<file path="src/hdl/fvg_pkg.sv">
package fvg_pkg;

  // Result status codes
  typedef enum logic [1:0] {
    ST_OK      = 2'd0,
    ST_INVALID = 2'd1,
    ST_SMALL   = 2'd2,
    ST_LARGE   = 2'd3
  } status_e;

  // Requested type codes
  localparam logic [1:0] TYPE_AUTO  = 2'd0;
  localparam logic [1:0] TYPE_FAT16 = 2'd1;
  localparam logic [1:0] TYPE_FAT32 = 2'd2;
  localparam logic [1:0] TYPE_BAD   = 2'd3;

  // Cluster count limits
  localparam logic [31:0] FAT16_MIN_CLU   = 32'd4085;
  localparam logic [31:0] FAT16_MAX_CLU   = 32'd65524;
  localparam logic [31:0] FAT32_MIN_CLU   = 32'd65525;
  localparam logic [31:0] FAT32_MAX_CLU   = 32'h0fff_fff5;
  localparam logic [31:0] FAT16_ENTRY_CAP = 32'h7fff_fffd;
  localparam logic [31:0] FAT32_ENTRY_CAP = 32'h3fff_fffd;
  localparam logic [23:0] FAT16_MAX_LEN   = 24'h00_ffff;

  // Volume size at which automatic type selection moves to FAT32
  localparam logic [31:0] AUTO_FAT32_SIZE = 32'd1048576;

  // Fixed layout per type
  localparam logic [5:0] FAT16_RSVD_CNT = 6'd1;
  localparam logic [5:0] FAT32_RSVD_CNT = 6'd32;
  localparam logic [5:0] FAT16_ROOT     = 6'd32;
  localparam logic [5:0] FAT32_ROOT     = 6'd0;

  // Log2 of the starting cluster size from the volume size
  function automatic logic [2:0] start_shift(input logic [31:0] total, input logic is32);
    logic [2:0] sh;
    if (!is32) begin
      if      (total <= 32'd262144)  sh = 3'd2;
      else if (total <= 32'd524288)  sh = 3'd3;
      else if (total <= 32'd1048576) sh = 3'd4;
      else if (total <= 32'd2097152) sh = 3'd5;
      else if (total <= 32'd4194304) sh = 3'd6;
      else                           sh = 3'd7;
    end else begin
      if      (total <= 32'd532480)   sh = 3'd0;
      else if (total <= 32'd16777216) sh = 3'd3;
      else if (total <= 32'd33554432) sh = 3'd4;
      else if (total <= 32'd67108864) sh = 3'd5;
      else                            sh = 3'd6;
    end
    return sh;
  endfunction

  // Bit position of a one-hot cluster size
  function automatic logic [2:0] size_shift(input logic [7:0] spc);
    logic [2:0] sh;
    sh = 3'd0;
    for (int i = 0; i < 8; i++) begin
      if (spc[i]) sh = 3'(i);
    end
    return sh;
  endfunction

endpackage

</file>
<file path="src/hdl/fat_volume_geometry_solver.sv">
// FAT16/FAT32 format geometry solver. One request (volume size, type or auto,
// cluster size or auto) gives one result with status and layout; failed
// results carry zero layout fields. A single add/shift/compare datapath is
// stepped by a sequencer: each attempt at one cluster size runs a binary
// search over the table length (at most 23 steps) with setup before it and a
// final check and resolve after it; an attempt that fails early is shorter.
// Automatic cluster size runs up to 16 attempts. The input stalls while a
// request is in work; a finished result sits in the output register and a
// new request may be taken meanwhile.
module fat_volume_geometry_solver (
  input  logic        clk_i,
  input  logic        rst_ni,
  input  logic        in_valid_i,
  output logic        in_stall_o,
  input  logic [31:0] total_sectors_i,
  input  logic [1:0]  requested_type_i,
  input  logic [7:0]  requested_cluster_size_i,
  output logic        out_valid_o,
  input  logic        out_stall_i,
  output logic [1:0]  status_o,
  output logic        fat_type_o,
  output logic [7:0]  cluster_size_o,
  output logic [5:0]  reserved_count_o,
  output logic [5:0]  root_dir_sectors_o,
  output logic [21:0] table_sectors_o,
  output logic [31:0] data_begin_o,
  output logic [27:0] cluster_total_o
);

  typedef enum logic [2:0] {
    S_IDLE, S_DECODE, S_START, S_MID, S_CLU, S_NEED, S_RESOLVE
  } state_e;

  typedef enum logic [1:0] {
    PH_INIT, PH_SEARCH, PH_FINAL
  } phase_e;

  state_e              state_q;
  phase_e              phase_q;
  fvg_pkg::status_e    st_q;
  logic [31:0]         total_q;
  logic [1:0]          rtype_q;
  logic [7:0]          rspc_q;
  logic                is32_q;
  logic                auto_q;
  logic [2:0]          sh_q;
  logic [3:0]          tries_q;
  logic [31:0]         base_q;
  logic [31:0]         cap_q;
  logic [23:0]         lo_q;
  logic [23:0]         hi_q;
  logic [23:0]         len_q;
  logic [31:0]         clu_q;

  logic                out_valid_q;
  logic [1:0]          status_q;
  logic                fat_type_q;
  logic [7:0]          cluster_size_q;
  logic [5:0]          reserved_q;
  logic [5:0]          root_q;
  logic [21:0]         table_q;
  logic [31:0]         begin_q;
  logic [27:0]         clusters_q;

  // Shared datapath
  logic [5:0]  fixed;
  logic [32:0] diff;
  logic [31:0] clu_calc;
  logic [34:0] bytes;
  logic [25:0] need;
  logic [23:0] mid;
  logic [31:0] entry_cap;
  logic        spc_bad;
  logic        out_free;
  logic        is32_req;
  logic        retry_down;
  logic        retry_up;
  logic        deliver;

  always_comb begin
    fixed     = is32_q ? (fvg_pkg::FAT32_RSVD_CNT + fvg_pkg::FAT32_ROOT)
                       : (fvg_pkg::FAT16_RSVD_CNT + fvg_pkg::FAT16_ROOT);
    diff      = {1'b0, base_q} - {8'd0, len_q, 1'b0};
    clu_calc  = 32'(diff >> sh_q);
    bytes     = ({3'd0, clu_q} + 35'd2) << (is32_q ? 2 : 1);
    need      = 26'((bytes + 35'd511) >> 9);
    mid       = lo_q + ((hi_q - lo_q) >> 1);
    entry_cap = is32_q ? fvg_pkg::FAT32_ENTRY_CAP : fvg_pkg::FAT16_ENTRY_CAP;
    spc_bad   = (rspc_q != 8'd0) && ((rspc_q & (rspc_q - 8'd1)) != 8'd0);
    is32_req  = (rtype_q == fvg_pkg::TYPE_AUTO) ? (total_q >= fvg_pkg::AUTO_FAT32_SIZE)
                                                : (rtype_q == fvg_pkg::TYPE_FAT32);
    out_free  = !out_valid_q || !out_stall_i;
    // Retry decisions after an attempt, and delivery of the transaction
    retry_down = auto_q && (tries_q != 4'd15) && (st_q == fvg_pkg::ST_SMALL) &&
                 (sh_q != 3'd0);
    retry_up   = auto_q && (tries_q != 4'd15) && (st_q == fvg_pkg::ST_LARGE) &&
                 (sh_q != 3'd7);
    deliver    = (state_q == S_RESOLVE) && !retry_down && !retry_up && out_free;
  end

  assign in_stall_o         = (state_q != S_IDLE);
  assign out_valid_o        = out_valid_q;
  assign status_o           = status_q;
  assign fat_type_o         = fat_type_q;
  assign cluster_size_o     = cluster_size_q;
  assign reserved_count_o   = reserved_q;
  assign root_dir_sectors_o = root_q;
  assign table_sectors_o    = table_q;
  assign data_begin_o       = begin_q;
  assign cluster_total_o    = clusters_q;

  // Sequencer and output register
  always_ff @(posedge clk_i or negedge rst_ni) begin
    if (!rst_ni) begin
      state_q     <= S_IDLE;
      phase_q     <= PH_INIT;
      st_q        <= fvg_pkg::ST_INVALID;
      out_valid_q <= 1'b0;
      tries_q     <= '0;
    end else begin
      // Output valid: set on delivery, cleared once taken
      if (deliver) out_valid_q <= 1'b1;
      else if (out_valid_q && !out_stall_i) out_valid_q <= 1'b0;
      case (state_q)
        S_IDLE: begin
          if (in_valid_i) begin
            total_q <= total_sectors_i;
            rtype_q <= requested_type_i;
            rspc_q  <= requested_cluster_size_i;
            state_q <= S_DECODE;
          end
        end
        S_DECODE: begin
          is32_q  <= is32_req;
          tries_q <= '0;
          auto_q  <= (rspc_q == 8'd0);
          sh_q    <= (rspc_q == 8'd0) ? fvg_pkg::start_shift(total_q, is32_req)
                                      : fvg_pkg::size_shift(rspc_q);
          if (rtype_q == fvg_pkg::TYPE_BAD || spc_bad) begin
            st_q    <= fvg_pkg::ST_INVALID;
            state_q <= S_RESOLVE;
          end else begin
            state_q <= S_START;
          end
        end
        // Begin one attempt at the current cluster size
        S_START: begin
          if (total_q <= 32'(fixed) + 32'd2) begin
            st_q    <= fvg_pkg::ST_INVALID;
            state_q <= S_RESOLVE;
          end else begin
            base_q  <= total_q - 32'(fixed);
            cap_q   <= (total_q - 32'(fixed)) >> 1;
            len_q   <= 24'd1;
            phase_q <= PH_INIT;
            state_q <= S_CLU;
          end
        end
        // One binary-search step, or the end of the search
        S_MID: begin
          if (lo_q < hi_q) begin
            if (32'(mid) > cap_q) begin
              lo_q <= mid + 24'd1;
            end else begin
              len_q   <= mid;
              phase_q <= PH_SEARCH;
              state_q <= S_CLU;
            end
          end else if (32'(lo_q) > cap_q) begin
            st_q    <= fvg_pkg::ST_INVALID;
            state_q <= S_RESOLVE;
          end else begin
            len_q   <= lo_q;
            phase_q <= PH_FINAL;
            state_q <= S_CLU;
          end
        end
        S_CLU: begin
          clu_q   <= clu_calc;
          state_q <= S_NEED;
        end
        // Table sectors needed for the cluster count
        S_NEED: begin
          case (phase_q)
            PH_INIT: begin
              if (clu_q > entry_cap) begin
                st_q    <= fvg_pkg::ST_INVALID;
                state_q <= S_RESOLVE;
              end else begin
                hi_q    <= (need == 26'd0) ? 24'd1 : need[23:0];
                lo_q    <= 24'd1;
                state_q <= S_MID;
              end
            end
            PH_SEARCH: begin
              if (need <= 26'(len_q)) hi_q <= len_q;
              else                    lo_q <= len_q + 24'd1;
              state_q <= S_MID;
            end
            PH_FINAL: begin
              state_q <= S_RESOLVE;
              if (need > 26'(lo_q) || clu_q == 32'd0) begin
                st_q <= fvg_pkg::ST_INVALID;
              end else if (!is32_q) begin
                if (clu_q < fvg_pkg::FAT16_MIN_CLU) st_q <= fvg_pkg::ST_SMALL;
                else if (clu_q > fvg_pkg::FAT16_MAX_CLU || lo_q > fvg_pkg::FAT16_MAX_LEN)
                  st_q <= fvg_pkg::ST_LARGE;
                else st_q <= fvg_pkg::ST_OK;
              end else begin
                if (clu_q < fvg_pkg::FAT32_MIN_CLU) st_q <= fvg_pkg::ST_SMALL;
                else if (clu_q > fvg_pkg::FAT32_MAX_CLU) st_q <= fvg_pkg::ST_LARGE;
                else st_q <= fvg_pkg::ST_OK;
              end
            end
            default: state_q <= S_RESOLVE;
          endcase
        end
        // Retry with another cluster size, or deliver the transaction
        S_RESOLVE: begin
          if (retry_down) begin
            sh_q    <= sh_q - 3'd1;
            tries_q <= tries_q + 4'd1;
            state_q <= S_START;
          end else if (retry_up) begin
            sh_q    <= sh_q + 3'd1;
            tries_q <= tries_q + 4'd1;
            state_q <= S_START;
          end else if (deliver) begin
            status_q    <= st_q;
            if (st_q == fvg_pkg::ST_OK) begin
              fat_type_q     <= is32_q;
              cluster_size_q <= 8'd1 << sh_q;
              reserved_q     <= is32_q ? fvg_pkg::FAT32_RSVD_CNT : fvg_pkg::FAT16_RSVD_CNT;
              root_q         <= is32_q ? fvg_pkg::FAT32_ROOT : fvg_pkg::FAT16_ROOT;
              table_q        <= lo_q[21:0];
              begin_q        <= 32'(fixed) + {7'd0, lo_q, 1'b0};
              clusters_q     <= clu_q[27:0];
            end else begin
              fat_type_q     <= 1'b0;
              cluster_size_q <= '0;
              reserved_q     <= '0;
              root_q         <= '0;
              table_q        <= '0;
              begin_q        <= '0;
              clusters_q     <= '0;
            end
            state_q <= S_IDLE;
          end
        end
        default: state_q <= S_IDLE;
      endcase
    end
  end

endmodule

</file>
<file path="config.mk">
export PLATFORM = sky130hd
export DESIGN_NAME = fat_volume_geometry_solver
export DESIGN_NICKNAME = d
export VERILOG_FILES = /design/src/hdl/fvg_pkg.sv /design/src/hdl/fat_volume_geometry_solver.sv
export SDC_FILE = /design/constraint.sdc
export NUM_CORES = 1
export LEC_CHECK = 0
export BUFFER_PORTS_ARGS = -buffer_cell sky130_fd_sc_hd__buf_2
export CAP_MARGIN = 20
export CORE_ASPECT_RATIO = 1.1
export CORE_MARGIN = 4
export CORE_UTILIZATION = 55
export CTS_CLUSTER_SIZE = 8
export DETAILED_ROUTE_END_ITERATION = 10
export GPL_TIMING_DRIVEN = 0
export HOLD_SLACK_MARGIN = 0.12
export PLACE_DENSITY_LB_ADDON = 0.1
export RECOVER_POWER = 25
export SLEW_MARGIN = 5
export SYNTH_ARGS = -nofsm -noshare
export SYNTH_HDL_FRONTEND = slang
export SYNTH_SLANG_ARGS = --single-unit
export TNS_END_PERCENT = 100
</file>
<file path="constraint.sdc">
create_clock -name clk_i -period 10.19 [get_ports clk_i]
set_clock_uncertainty 0.2 [all_clocks]
set_input_delay 0 -clock clk_i [delete_from_list [all_inputs] [get_ports clk_i]]
set_output_delay 0 -clock clk_i [all_outputs]
set_load 0.01 [all_outputs]
</file>
# Yosys cells after proc, flatten, opt, wreduce, memory -nomap -nowiden
# Index checks and enable logic that the tools add are counted.
[word_totals]
output_inout_bits = 107
input_bits = 46
regBits = 331
elab_cells = 226
[classes]
n_eq_ne = 33
n_shift = 3
reduce_logical = 48
order_cmp = 22
mux = 77
n_addsub = 14
bitwise = 4
[ops]
columns = ["operator", "count"]
rows = [
  ["24-bit 2-to-1 mux", 11],
  ["24-bit case mux with 2 select lines", 4],
  ["3-bit 2-to-1 mux", 22],
  ["32-bit by 20-bit <= comparator with 1-bit output, second input constant", 2],
  ["24-bit by 31-bit > comparator with 1-bit output", 2],
  ["24-bit by 1-bit adder with 24-bit output, second input constant", 2],
  ["2-bit 2-to-1 mux", 22],
  ["35-bit by 9-bit adder with 35-bit output, second input constant", 1],
  ["33-bit by 2-bit << shifter with 35-bit output", 1],
  ["32-bit by 2-bit adder with 33-bit output, second input constant", 1],
  ["33-bit by 3-bit >> shifter with 32-bit output", 1],
  ["32-bit by 25-bit subtractor with 33-bit output", 1],
  ["32-bit by 21-bit greater-or-equal comparator with 1-bit output, second input constant", 1],
  ["32-bit by 16-bit > comparator with 1-bit output, second input constant", 1],
  ["32-bit by 28-bit > comparator with 1-bit output, second input constant", 1],
  ["32-bit by 31-bit > comparator with 1-bit output", 1],
  ["32-bit by 19-bit <= comparator with 1-bit output, second input constant", 1],
  ["32-bit by 21-bit <= comparator with 1-bit output, second input constant", 1],
  ["32-bit by 22-bit <= comparator with 1-bit output, second input constant", 1],
  ["32-bit by 23-bit <= comparator with 1-bit output, second input constant", 1],
  ["32-bit by 25-bit <= comparator with 1-bit output, second input constant", 1],
  ["32-bit by 26-bit <= comparator with 1-bit output, second input constant", 1],
  ["32-bit by 27-bit <= comparator with 1-bit output, second input constant", 1],
  ["32-bit by 7-bit <= comparator with 1-bit output", 1],
  ["other kinds (54)", 119],
]

# Logic depth before layout (Yosys ltp)
# Gate-level depths: netlist of the first run.
[logic_depth]
depth_word = 12
ltp_mapped = 33
mapped_depth_nobuf = 33

# Worst setup path before layout of the first run
# OpenSTA, ideal clock, no wires.
[synth_path]
path_type = "register to register"
from = "reg lo_q[1]"
to = "reg lo_q[0], enable pin"
path_buffers = 1
path_stages_with_launch = 30
t_required_ns = 9.548
period_less_slack_ns = 7.983
setup_time_ns = 0.442
slack_ns = 2.207
t_arrival_ns = 7.341
cell_sequence = "edfxtp_1 > inv_1 > ha_1 > nor2b_1 > o21ai_0 > a21boi_0 > o21ai_0 > a21boi_0 > o21ai_0 > nand2b_1 > a21o_1 > a21oi_1 > xnor2_1 > ha_1 > clkbuf_1 > a21oi_1 > o21ai_0 > a221oi_1 > a21oi_1 > a211oi_1 > o311ai_0 > xnor2_1 > inv_1 > ha_1 > nand4_1 > nor4_1 > a2111oi_0 > a221oi_1 > nand2_1 > a21boi_0"
[synth_between]
elab_chain_len = 5
elab_cells_between_ends = 7
cone_classes = "add/sub: 2; order compare: 2; eq/ne: 2; reduce/logical: 1"
[synth_lines]
columns = ["item", "line_no", "rtl"]
rows = [
  ["start, declared", "fat_volume_geometry_solver.sv:50", "logic [23:0] lo_q;"],
  ["start signal, assigned", "fat_volume_geometry_solver.sv:163", "lo_q <= mid + 24'd1;"],
  ["start signal, assigned", "fat_volume_geometry_solver.sv:197", "else lo_q <= len_q + 24'd1;"],
  ["24-bit subtractor", "fat_volume_geometry_solver.sv:87", "mid = lo_q + ((hi_q - lo_q) >> 1);"],
  ["24-bit by 23-bit adder with 24-bit output", "fat_volume_geometry_solver.sv:87", ""],
  ["24-bit by 31-bit > comparator with 1-bit output", "fat_volume_geometry_solver.sv:162", "if (32'(mid) > cap_q) begin"],
  ["2-bit != test (no line)", "-", ""],
  ["7-bit AND reduction (no line) *", "-", ""],
]
# Every way passes the cells marked *; elsewhere a longest branch is shown, timed or not.
# A chain may end at the register's enable or synchronous reset.

# Worst setup path in the final report of the first run
[layout_path]
from = "reg lo_q[1]"
to = "reg lo_q[15], enable pin"
# Same word-level chain as after synthesis.

==> results by group, run 1 <==
Run status
  – Outcome: finished clean

STA
  – Final-report max-slew violation count: 0
  – Maximum achievable frequency: 112 MHz
  – Actual slew at the worst max-slew pin: 1230 ps
  – Number of endpoints failing setup at the final stage: 0
  – Final Hold Viols: 0
  – Worst-case headroom to the max-slew limit: 17.1%
  – Unrepaired setup endpoints after global routing: false
  – Worst Setup Slack, final: 1270 ps
  – Period Utilization, post-route: 87.6%
  – Tmin final: 8920 ps

Logic synthesis
  – Library cells used by synthesis: 89
  – Leading area contributor after synthesis: edfxtp_1
  – Cell area after synthesis: 21200 sq um
  – Synthesized flop and latch total: 278
  – Biggest area contributors in the synthesized netlist: edfxtp_1 38%, ha_1 10%, xnor2_1 5.2%
  – Number of warnings printed during yosys synthesis: 0
  – Async set-reset flop share out of synthesis: 4.32%
  – Synth Flop Type: edfxtp_1
  – Synthesized netlist cell count: 2261
  – Count of flip-flops with a built-in enable after synthesis: 266
  – Fraction of post-synthesis cell area in the top cell type by area: 37.6%
  – Part of the Yosys area used for sequential elements: 39.0%
  – Synth Area per Inst: 9.40 sq um

Clock tree
  – Root cell of the clock tree: clkbuf_16
  – Clock transition time at the flip-flop clock pins of the worst setup and hold paths: 50 ps
  – TritonCTS clock tree: yes
  – Insertion delay of the later-clocked pin in the worst-skew pair: 580 ps
  – Cells resized by post-CTS repair: 0
  – Clock buffer count from CTS: 41
  – Htree depth: 2
  – Number of buffers between clock root and the deepest sink: 3
  – Clock sink total: 278

Die
  – Floorplan row count: 75
  – Number of ports placed on the die boundary: 153
  – Core area: 38200 sq um
  – Height of the die: 214 um
  – Die extent in x: 195 um
  – Initial Utilization: 55.6%
  – Die footprint: 41800 sq um

Routing
  – Starting DRT DRC Count: 1872
  – Detailed-routing iteration count for the pre-antenna-repair pass: 6
  – Remaining routing DRC violations: 0
  – Routed Wire Length: 70100 um
  – Antenna viol nets, final: 0
  – Average detailed-routed wire length per instance: 22.8 um
  – Post-detailed-route via-to-cell ratio: 6.18
  – Number of vias after detailed routing: 19.0k

Global routing
  – Number of global-route vias before repair: 18.7k
  – Global-route usage over all layers: 32.6%
  – Largest net degree at the start of global routing: 39
  – Total congestion overflow: 0
  – Wire length of the first global-routing pass: 107000 um
  – Number of antenna violations at the first check in global routing: 0

Run
  – Number of max-cap violations: 0

Setup path
  – Worst endpoint data arrival time: 8900 ps
  – Longest individual stage delay on the worst path: 800 ps
  – Element type at the critical path end: flop
  – Startpoint Class: flop
  – CP required: 10170 ps
  – Classification of the worst setup path: reg2reg
  – Maximum fanout encountered on the critical timing path: 24
  – Worst reg-to-reg setup slack: 1270 ps
  – Slowest cell on crit path: a21boi_4

Pwr
  – Worst-case vdd ir drop: 161 uV
  – Areal power density over the cells: 212 nW/um^2
  – Standby leakage power: 9.72 nW

Layout
  – Area of all placed cells without fillers: 24700 sq um
  – Layout filler cell count: 3116
  – Antenna diodes: 0
  – NumNets Final: 2784
  – Signed area change from the synthesized netlist to the final layout: 16.4%
  – Fraction of layout instances using a drive strength above 1: 7.76%

Placed design
  – # port buffers: 137
  – Hpwl dp: 53400 um
  – Last weighted congestion value of the routability-driven placer: 0.941
  – Post-DP Area: 22800 sq um
  – Placement-stage worst setup slack: 1500 ps

Hold path
  – Worst hold-check path type: in2reg
==> cells by family after synthesis <==
| kind of cell | Yosys count | synth area share [%] |
|---|---|---|
| adders and majority gates | 182 | 10.9 |
| xor gates and xnor gates | 189 | 7.79 |
| AOI/OAI and AO/OA | 489 | 15.0 |
| DFF | 278 | 39.0 |
| buffers and inverters | 231 | 4.52 |
| other | 1 | 0.0176 |
| muxes | 68 | 3.57 |
| and+or+nand+nor | 823 | 19.3 |
==> per-layer routing <==
layer  routed length, um  track usage, %  vias up
met5                   0               0        -
met4                2980            12.4        0
met3                5550            5.31      168
met2               32300            53.3      902
met1               29200            43.7     9054
li1                    -               -     8885
==> layout by cell type, fill, tap and decap left out, types with 15 or more instances in the layout <==
| cell | netlist | routed |
|---|---|---|
| nor2b_1 | 23 | 23 |
| clkbuf_1 | 58 | 161 |
| o22ai_1 | 27 | 27 |
| inv_1 | 137 | 137 |
| xnor2_1 | 125 | 125 |
| o21ai_0 | 108 | 108 |
| ha_1 | 178 | 178 |
| nand2_1 | 164 | 164 |
| nand4_1 | 44 | 44 |
| o21a_1 | 34 | 34 |
| nand2b_1 | 26 | 26 |
| a21oi_1 | 119 | 119 |
| mux2i_1 | 42 | 42 |
| edfxtp_1 | 266 | 266 |
| conb_1 | 1 | 15 |
| a211oi_1 | 24 | 24 |
| nor4_1 | 34 | 34 |
| a21o_1 | 52 | 52 |
| dlygate4sd3_1 | 0 | 89 |
| nor2_1 | 249 | 248 |
| xor2_1 | 64 | 64 |
| nor3_1 | 65 | 65 |
| nand3_1 | 72 | 72 |
| and2_1 | 39 | 33 |
| and3_1 | 24 | 24 |
| mux2_2 | 22 | 22 |
| o31ai_1 | 15 | 15 |
| or3_1 | 28 | 28 |
| buf_4 | 23 | 18 |
| clkbuf_16 | 0 | 41 |
| buf_2 | 5 | 59 |
==> report_power, final <==
group / switching, mW / internal [mW] / total, mW
Clock: 0.515 / 0.744 / 1.26
Combinational: 1.49 / 0.854 / 2.34
Sequential: 0.141 / 1.50 / 1.64
==> path summary, 6_finish.rpt <==
| kind | startpoint | cells past startpoint | endpoint |
|---|---|---|---|
| worst min register to register | out_valid_o$_DFFE_PN0P_ | 2 | out_valid_o$_DFFE_PN0P_ |
| worst max-delay path | lo_q[1]$_DFFE_PP_ | 29 | lo_q[15]$_DFFE_PP_ |
| worst max register to register | lo_q[1]$_DFFE_PP_ | 29 | lo_q[15]$_DFFE_PP_ |
| min in group asynchronous | rst_ni | 3 | st_q[1]$_DFFE_PN0P_ |
| worst min-delay path | in_valid_i | 6 | state_q[0]$_DFFE_PN0P_ |
| max in group asynchronous | rst_ni | 3 | state_q[0]$_DFFE_PN0P_ |
==> worst max-delay path, delay by kind of cell (launching register included) <==
family          cells  cell delay [ps]
flops               1              520
simple gates        7             1470
xor+xnor            2              530
compound gates     15             4440
fa+ha+maj           3              840
buf+inv             2              480
==> stage by stage <==
stage / util, % / std cells / hold slack, ps / power, mW / TNS (ps)
floorplan: - / 2275 / -496 / 3.19 / 0
global placement: 59.2 / 2912 / -212 / 3.86 / -23920
detailed placement: 59.7 / 2923 / -203 / 3.91 / 0
CTS: 65.0 / 3077 / 218 / 5.20 / 0
global route: 64.8 / 3078 / 309 / 5.54 / 0
finish: 64.8 / 3078 / 290 / 5.25 / 0
==> synth_stat cells, drive strengths merged (34+ instances only) <==
cell,number
nor3,68
xnor2,125
nand2,165
mux2i,42
nand3,72
edfxtp,266
xor2,64
buf,36
a21oi,119
nand4,47
clkbuf,58
o21ai,109
ha,178
and2,40
inv,137
nor4,37
nor2,250
o21a,34
a21o,52
==> layout make-up <==
type,instances,area (sq um),area share (%)
buffer,94,445,1.80
clock buffer,59,1100,4.46
clock inverter,6,52.6,0.212
inverter,137,514,2.08
multi-input combinational,1766,12100,48.9
sequential,278,8290,33.5
tap,500,626,2.53
timing repair buffer,238,1620,6.53
==> registers in the layout, summed over array words and instances, names as in the netlist, 3 cells and up <==
signal and flops:
sh_q 3, table_sectors_o 22, cluster_total_o 28, clu_q 32, base_q 32, len_q 24, lo_q 24, hi_q 24
cluster_size_o 8, tries_q 4, total_q 32, data_begin_o 22, rspc_q 8, state_q 3
==> repair_timing <==
item                      CTS  global route
setup buffers               0             0
hold buffers               89             0
hold endpoints to repair  183             0
Note: power is estimated with default switching activity, not from simulation.
==> run 2, diff against run 1 <==
--- a/config.mk
+++ b/config.mk
@@ -15,7 +15,6 @@
 export GPL_TIMING_DRIVEN = 0
 export HOLD_SLACK_MARGIN = 0.12
 export PLACE_DENSITY_LB_ADDON = 0.1
-export RECOVER_POWER = 25
 export SLEW_MARGIN = 5
 export SYNTH_ARGS = -nofsm -noshare
 export SYNTH_HDL_FRONTEND = slang
==> run 2 against run 1 <==
Net effect:
- fmax is essentially flat
- largest power group unchanged
- flip-flop and latch count did not move
- clock-buffer cell count stayed put
- sequential power barely moved
- non-clock buffer count did not move
- total power increased by 0.24%
==> results by group, run 2 (synthesized netlist as in run 1, its figures left out) <==
Run
  – Number of max-cap violations: 0 (unchanged)

Routing
  – Met3 Wirelength: 5700 um (was 5550 um)
  – Antenna viol nets, final: 0 (unchanged)
  – Wire length the detailed router placed on met1: 29100 um (was 29200 um)
  – Remaining routing DRC violations: 0 (unchanged)
  – WL met2: 32400 um (was 32300 um)
  – Starting DRT DRC Count: 1932 (was 1872)
  – Top routing layer in use: met4 (unchanged)
  – Number of vias after detailed routing: 19.1k (was 19.0k)
  – Routed Wire Length: 70200 um (was 70100 um)
  – Average detailed-routed wire length per instance: 22.8 um (about the same)
  – Post-detailed-route via-to-cell ratio: 6.19 (was 6.18)
  – Detailed-routing iteration count for the pre-antenna-repair pass: 7 (was 6)

STA
  – Worst hold-check slack: 285 ps (was 290 ps)
  – Final-report max-slew violation count: 0 (unchanged)
  – Number of endpoints failing setup at the final stage: 0 (unchanged)
  – Actual slew at the worst max-slew pin: 1260 ps (was 1230 ps)
  – Worst-case headroom to the max-slew limit: 15.5% (was 17.1%)
  – Unrepaired setup endpoints after global routing: false (unchanged)
  – Worst Setup Slack, final: 1260 ps (was 1270 ps)
  – Tmin final: 8930 ps (was 8920 ps)
  – Final Hold Viols: 0 (unchanged)
  – Period Utilization, post-route: 87.6% (about the same)
  – Setup total negative slack: 0 ps (unchanged)
  – Maximum achievable frequency: 112 MHz (about the same)

Die
  – Initial Utilization: 55.6% (unchanged)
  – Floorplan row count: 75 (unchanged)
  – Number of ports placed on the die boundary: 153 (unchanged)
  – Height of the die: 214 um (unchanged)
  – Die footprint: 41800 sq um (unchanged)
  – Core area: 38200 sq um (unchanged)
  – Die extent in x: 195 um (unchanged)

Layout
  – Leading cell types in the layout, fill and taps excluded: 266 x edfxtp_1, 248 x nor2_1, 178 x ha_1, 164 x nand2_1, 145 x buf_2 (was 266 x edfxtp_1, 248 x nor2_1, 178 x ha_1, 164 x nand2_1, 161 x clkbuf_1)
  – Area of all placed cells without fillers: 24800 sq um (was 24700 sq um)
  – Layout filler cell count: 3085 (was 3116)
  – NumNets Final: 2784 (unchanged)
  – Signed area change from the synthesized netlist to the final layout: 16.9% (was 16.4%)
  – Antenna diodes: 0 (unchanged)
  – Biggest regs: base_q: 32 flops, clu_q: 32 flops, total_q: 32 flops (unchanged)
  – Fraction of layout instances using a drive strength above 1: 11.2% (was 7.76%)
  – Commonest non-fill, non-tap cell in the layout: edfxtp_1 (unchanged)
  – Non-filler cells, final: 3078 (unchanged)

Setup path
  – Element type at the critical path end: flop (unchanged)
  – Classification of the worst setup path: reg2reg (unchanged)
  – Longest individual stage delay on the worst path: 810 ps (was 800 ps)
  – Slowest cell on crit path: a21boi_4 (unchanged)
  – CP required: 10170 ps (about the same)
  – Maximum fanout encountered on the critical timing path: 24 (unchanged)
  – Startpoint Class: flop (unchanged)
  – Worst endpoint data arrival time: 8900 ps (about the same)

Clock tree
  – Root cell of the clock tree: clkbuf_16 (unchanged)
  – TritonCTS clock tree: yes (unchanged)
  – Htree depth: 2 (unchanged)
  – Clock sink total: 278 (unchanged)
  – Insertion delay of the later-clocked pin in the worst-skew pair: 580 ps (about the same)
  – Setup Fix Bufs, Post-CTS: 0 (unchanged)
  – Number of buffers between clock root and the deepest sink: 3 (unchanged)
  – Clock buffer count from CTS: 41 (unchanged)
  – Clock transition time at the flip-flop clock pins of the worst setup and hold paths: 50 ps (about the same)

Global routing
  – Total congestion overflow: 0 (unchanged)
  – Number of global-route vias before repair: 18.7k (unchanged)
  – Number of antenna violations at the first check in global routing: 0 (unchanged)
  – Largest net degree at the start of global routing: 39 (unchanged)
  – Global-route usage over all layers: 32.6% (unchanged)
  – Wire length of the first global-routing pass: 107000 um (unchanged)

Hold path
  – Worst hold-check path type: in2reg (unchanged)

Run status
  – Outcome: finished clean (unchanged)

Placed design
  – Hpwl dp: 53400 um (unchanged)
  – # port buffers: 137 (unchanged)
  – Placement-stage worst setup slack: 1500 ps (unchanged)
  – Post-DP Area: 22800 sq um (unchanged)
  – Last weighted congestion value of the routability-driven placer: 0.941 (unchanged)
  – Post-placement cell count: 2923 (unchanged)

Pwr
  – Standby leakage power: 9.97 nW (was 9.72 nW)
  – Worst-case vdd ir drop: 162 uV (was 161 uV)
  – Areal power density over the cells: 212 nW/um^2 (about the same)
## run 2: cell types whose count changed in the layout (fill, tap and decap cells not counted), moves of 6 or more
cell / previous run / this run
and2_0: 7 / 1
and2_1: 33 / 39
buf_2: 59 / 145
buf_4: 18 / 25
clkbuf_1: 161 / 75
clkbuf_4: 7 / 0
## run 2: final cells by class
class	instances	area (sq um)	share of cell area, %
multi-input combinational	1766	12100	48.7
buffer	94	445	1.79
tap	500	626	2.52
sequential	278	8290	33.4
inverter	137	514	2.07
clock inverter	6	52.6	0.212
clock buffer	59	1100	4.44
timing repair buffer	238	1720	6.94
## run 2: power by group
group | total (mW) | switching (mW) | internal (mW)
clock network | 1.26 | 0.518 | 0.744
registers | 1.64 | 0.142 | 1.50
logic | 2.35 | 1.49 | 0.863
## run 2: worst max-delay path: cells and delay by family, from the launching register on
kind / cells / cell delay (ps)
xor+xnor: 2 / 540
simple gates: 7 / 1480
fa+ha+maj: 3 / 850
compound gates: 15 / 4410
buf+inv: 2 / 480
flops: 1 / 520
## run 2: per-stage QoR
| stage | utilization [%] | power, mW |
|---|---|---|
| floorplan | - | 3.19 |
| global placement | 59.2 | 3.86 |
| detailed placement | 59.7 | 3.91 |
| CTS | 65.0 | 5.20 |
| global route | 65.0 | 5.55 |
| finish | 65.0 | 5.26 |
## run 2: repair_timing
| action | in CTS | in global routing |
|---|---|---|
| hold endpoints to repair | 183 | 0 |
| hold buffers | 89 | 0 |
| resized for setup | 0 | 0 |
## run 2: worst paths after layout
kind | startpoint | end | slack (ps) | depth (start not counted)
worst min-delay path | in_valid_i | state_q[0]$_DFFE_PN0P_ | 280 | 6
min in group asynchronous | rst_ni | st_q[1]$_DFFE_PN0P_ | 690 | 3
worst max-delay path | lo_q[1]$_DFFE_PP_ | lo_q[15]$_DFFE_PP_ | 1260 | 29
worst max register to register | lo_q[1]$_DFFE_PP_ | lo_q[15]$_DFFE_PP_ | 1260 | 29
max in group asynchronous | rst_ni | state_q[0]$_DFFE_PN0P_ | 8570 | 3
worst min register to register | out_valid_o$_DFFE_PN0P_ | out_valid_o$_DFFE_PN0P_ | 330 | 2
## run 2: metal layers
| metal | up-vias | track usage [%] |
|---|---|---|
| li1 | 8881 | - |
| met1 | 9055 | 43.7 |
| met2 | 941 | 53.3 |
| met3 | 179 | 5.31 |
| met4 | 0 | 12.4 |
| met5 | - | 0 |
==> run 3, diff against run 2 <==
--- a/config.mk
+++ b/config.mk
@@ -6,10 +6,10 @@
 export NUM_CORES = 1
 export LEC_CHECK = 0
 export BUFFER_PORTS_ARGS = -buffer_cell sky130_fd_sc_hd__buf_2
-export CAP_MARGIN = 20
 export CORE_ASPECT_RATIO = 1.1
 export CORE_MARGIN = 4
 export CORE_UTILIZATION = 55
+export CTS_BUF_LIST = sky130_fd_sc_hd__clkbuf_4 sky130_fd_sc_hd__clkbuf_8
 export CTS_CLUSTER_SIZE = 8
 export DETAILED_ROUTE_END_ITERATION = 10
 export GPL_TIMING_DRIVEN = 0
==> run 3 against run 2 <==
Net effect:
- sequential power barely moved
- clock power fell by 13%
- first-iteration DRC count rose by 7.5%
- die area did not move
- core utilization fell by 0.58 points
- flip-flop and latch count did not move
- design area fell by 0.89%
- critical path depth did not move
- routed wire length fell by 0.27%
- largest power group unchanged
- highest routed layer unchanged
==> results by group, run 3 (synthesized netlist as in run 1, its figures left out) <==
Placed design
  – # port buffers: 137 (unchanged)
  – Last weighted congestion value of the routability-driven placer: 0.941 (unchanged)
  – Placement-stage worst setup slack: 1400 ps (was 1500 ps)
  – Hpwl dp: 53300 um (was 53400 um)
  – Post-placement cell count: 2920 (was 2923)

Routing
  – Antenna viol nets, final: 0 (unchanged)
  – Post-detailed-route via-to-cell ratio: 6.19 (about the same)
  – Starting DRT DRC Count: 2076 (was 1932)
  – Remaining routing DRC violations: 0 (unchanged)
  – Detailed-routing iteration count for the pre-antenna-repair pass: 6 (was 7)
  – Average detailed-routed wire length per instance: 22.6 um (was 22.8 um)
  – Number of vias after detailed routing: 19.1k (about the same)
  – Routed Wire Length: 70000 um (was 70200 um)

Pwr
  – Net Sw Frac: 41.8% (was 40.9%)
  – Share of power burned in the clock network: 21.5% (was 24.0%)
  – Sw Pwr: 2.13 mW (was 2.15 mW)
  – Sequential group share of total power: 32.3% (was 31.3%)
  – Sum of internal, switching and leakage power: 5.09 mW (was 5.26 mW)
  – Standby leakage power: 9.91 nW (was 9.97 nW)
  – Internal: 2.96 mW (was 3.11 mW)
  – Areal power density over the cells: 207 nW/um^2 (was 212 nW/um^2)
  – Worst-case vdd ir drop: 210 uV (was 162 uV)
  – Portion of total power attributed to combinational logic: 46.2% (was 44.8%)

Setup path
  – Total buffers and inverters traversed by the critical path: 2 (unchanged)
  – Kind of cell adding the most delay to the critical path: compound AO/OA/AOI/OAI gates (unchanged)
  – Worst endpoint data arrival time: 8970 ps (was 8900 ps)
  – Longest individual stage delay on the worst path: 800 ps (was 810 ps)
  – Maximum fanout encountered on the critical timing path: 24 (unchanged)
  – Element type at the critical path end: flop (unchanged)
  – CP required: 10270 ps (was 10170 ps)
  – Slowest cell on crit path: a21boi_4 (unchanged)
  – Startpoint Class: flop (unchanged)
  – Classification of the worst setup path: reg2reg (unchanged)

STA
  – Actual slew at the worst max-slew pin: 1450 ps (was 1260 ps)
  – Worst Setup Slack, final: 1300 ps (was 1260 ps)
  – Unrepaired setup endpoints after global routing: false (unchanged)
  – Number of endpoints failing setup at the final stage: 0 (unchanged)
  – Tmin final: 8890 ps (was 8930 ps)
  – Final Hold Viols: 0 (unchanged)
  – Maximum achievable frequency: 113 MHz (was 112 MHz)
  – Period Utilization, post-route: 87.2% (was 87.6%)
  – Final-report max-slew violation count: 0 (unchanged)
  – Worst-case headroom to the max-slew limit: 3.04% (was 15.5%)

Layout
  – Non-filler cells, final: 3091 (was 3078)
  – Commonest non-fill, non-tap cell in the layout: edfxtp_1 (unchanged)
  – Signed area change from the synthesized netlist to the final layout: 15.9% (was 16.9%)
  – Core Util, Final: 64.5% (was 65.0%)
  – Leading cell types in the layout, fill and taps excluded: 266 x edfxtp_1, 248 x nor2_1, 178 x ha_1, 164 x nand2_1, 143 x buf_2 (was 266 x edfxtp_1, 248 x nor2_1, 178 x ha_1, 164 x nand2_1, 145 x buf_2)
  – NumNets Final: 2787 (was 2784)
  – Biggest regs: base_q: 32 flops, clu_q: 32 flops, total_q: 32 flops (unchanged)
  – Fraction of layout instances using a drive strength above 1: 12.3% (was 11.2%)
  – Antenna diodes: 0 (unchanged)

Global routing
  – Total congestion overflow: 0 (unchanged)
  – Wire length of the first global-routing pass: 106000 um (was 107000 um)
  – Global-route usage over all layers: 32.3% (was 32.6%)
  – Number of antenna violations at the first check in global routing: 0 (unchanged)
  – Number of global-route vias before repair: 18.6k (was 18.7k)
  – Largest net degree at the start of global routing: 39 (unchanged)

Clock tree
  – Clock sink total: 278 (unchanged)
  – Insertion delay of the later-clocked pin in the worst-skew pair: 660 ps (was 580 ps)
  – Number of buffers between clock root and the deepest sink: 3 (unchanged)
  – Root cell of the clock tree: clkbuf_8 (was clkbuf_16)
  – Htree depth: 2 (unchanged)
  – Clock buffer count from CTS: 48 (was 41)
  – Cells resized by post-CTS repair: 0 (unchanged)
  – Clock transition time at the flip-flop clock pins of the worst setup and hold paths: 60 ps (was 50 ps)
  – TritonCTS clock tree: yes (unchanged)

Die
  – Initial Utilization: 55.6% (unchanged)
  – Die footprint: 41800 sq um (unchanged)
  – Core area: 38200 sq um (unchanged)
  – Die extent in x: 195 um (unchanged)
  – Floorplan row count: 75 (unchanged)
  – Number of ports placed on the die boundary: 153 (unchanged)
  – Height of the die: 214 um (unchanged)

Hold path
  – Worst hold-check path type: in2reg (unchanged)

Run
  – Number of max-cap violations: 0 (unchanged)

Run status
  – Outcome: finished clean (unchanged)
-- run 3: cell types whose count changed in the layout (fill, tap and decap cells not counted), sizes merged --
cell / previous run / this run
buf: 185 / 181
clkinvlp: 0 / 1
bufinv: 0 / 4
inv: 138 / 139
clkbuf: 117 / 120
clkinv: 5 / 13
-- run 3: path summary, 6_finish.rpt --
check,slack [ps],endpoint,from,cells past startpoint
setup / recovery,1300,lo_q[19]$_DFFE_PP_,lo_q[1]$_DFFE_PP_,29
hold reg to reg,320,out_valid_o$_DFFE_PN0P_,out_valid_o$_DFFE_PN0P_,2
hold / removal,200,state_q[0]$_DFFE_PN0P_,in_valid_i,6
setup reg to reg,1300,lo_q[19]$_DFFE_PP_,lo_q[1]$_DFFE_PP_,29
min in group asynchronous,580,phase_q[1]$_DFFE_PN0P_,rst_ni,3
max in group asynchronous,8670,tries_q[3]$_DFFE_PN0P_,rst_ni,3
-- run 3: power groups by stage --
stage / Combinational [mW] / Sequential (mW) / Clock, mW
final: 2.35 / 1.64 / 1.09
after global routing: 2.56 / 1.65 / 1.16
after CTS: 2.29 / 1.63 / 1.11
after detailed placement: 2.25 / 1.66 / 0
after global placement: 2.19 / 1.67 / 0
after floorplan: 1.56 / 1.63 / 0
-- run 3: area by class of cell --
| type | count | area (sq um) |
|---|---|---|
| timing repair buffer | 234 | 1670 |
| clock inverter | 20 | 206 |
| inverter | 137 | 514 |
| fill | 3132 | 13600 |
| tap | 500 | 626 |
| sequential | 278 | 8290 |
| clock buffer | 62 | 778 |
| buffer | 94 | 445 |
| multi-input combinational | 1766 | 12100 |
-- run 3: worst min-delay path: stages --
cell and delay (ps):
dlygate4sd3_1 530, buf_2 120, nor2_1 40, nor2_1 90, a21oi_1 50, o21ai_0 150
-- run 3: metal layers --
layer  vias up  global-route usage (%)  wire length, um
met2       882                    51.5            31800
met3       172                    6.30             5850
met1      9173                    42.8            29000
li1       8892                       -                -
met4         0                    14.5             3370
met5         -                       0                0
-- run 3: what timing repair did --
item	in CTS	in global routing
hold buffers	89	0
setup buffers	0	0
endpoints found under the hold margin	232	0
-- run 3: through the flow --
step	hold WS [ps]	setup TNS (ps)	instance area [sq um]
detailed placement	-210	0	22700
CTS	155	0	24600
finish	202	0	24600
floorplan	-496	0	21300
global route	202	0	24600
global placement	-212	-23920	22600
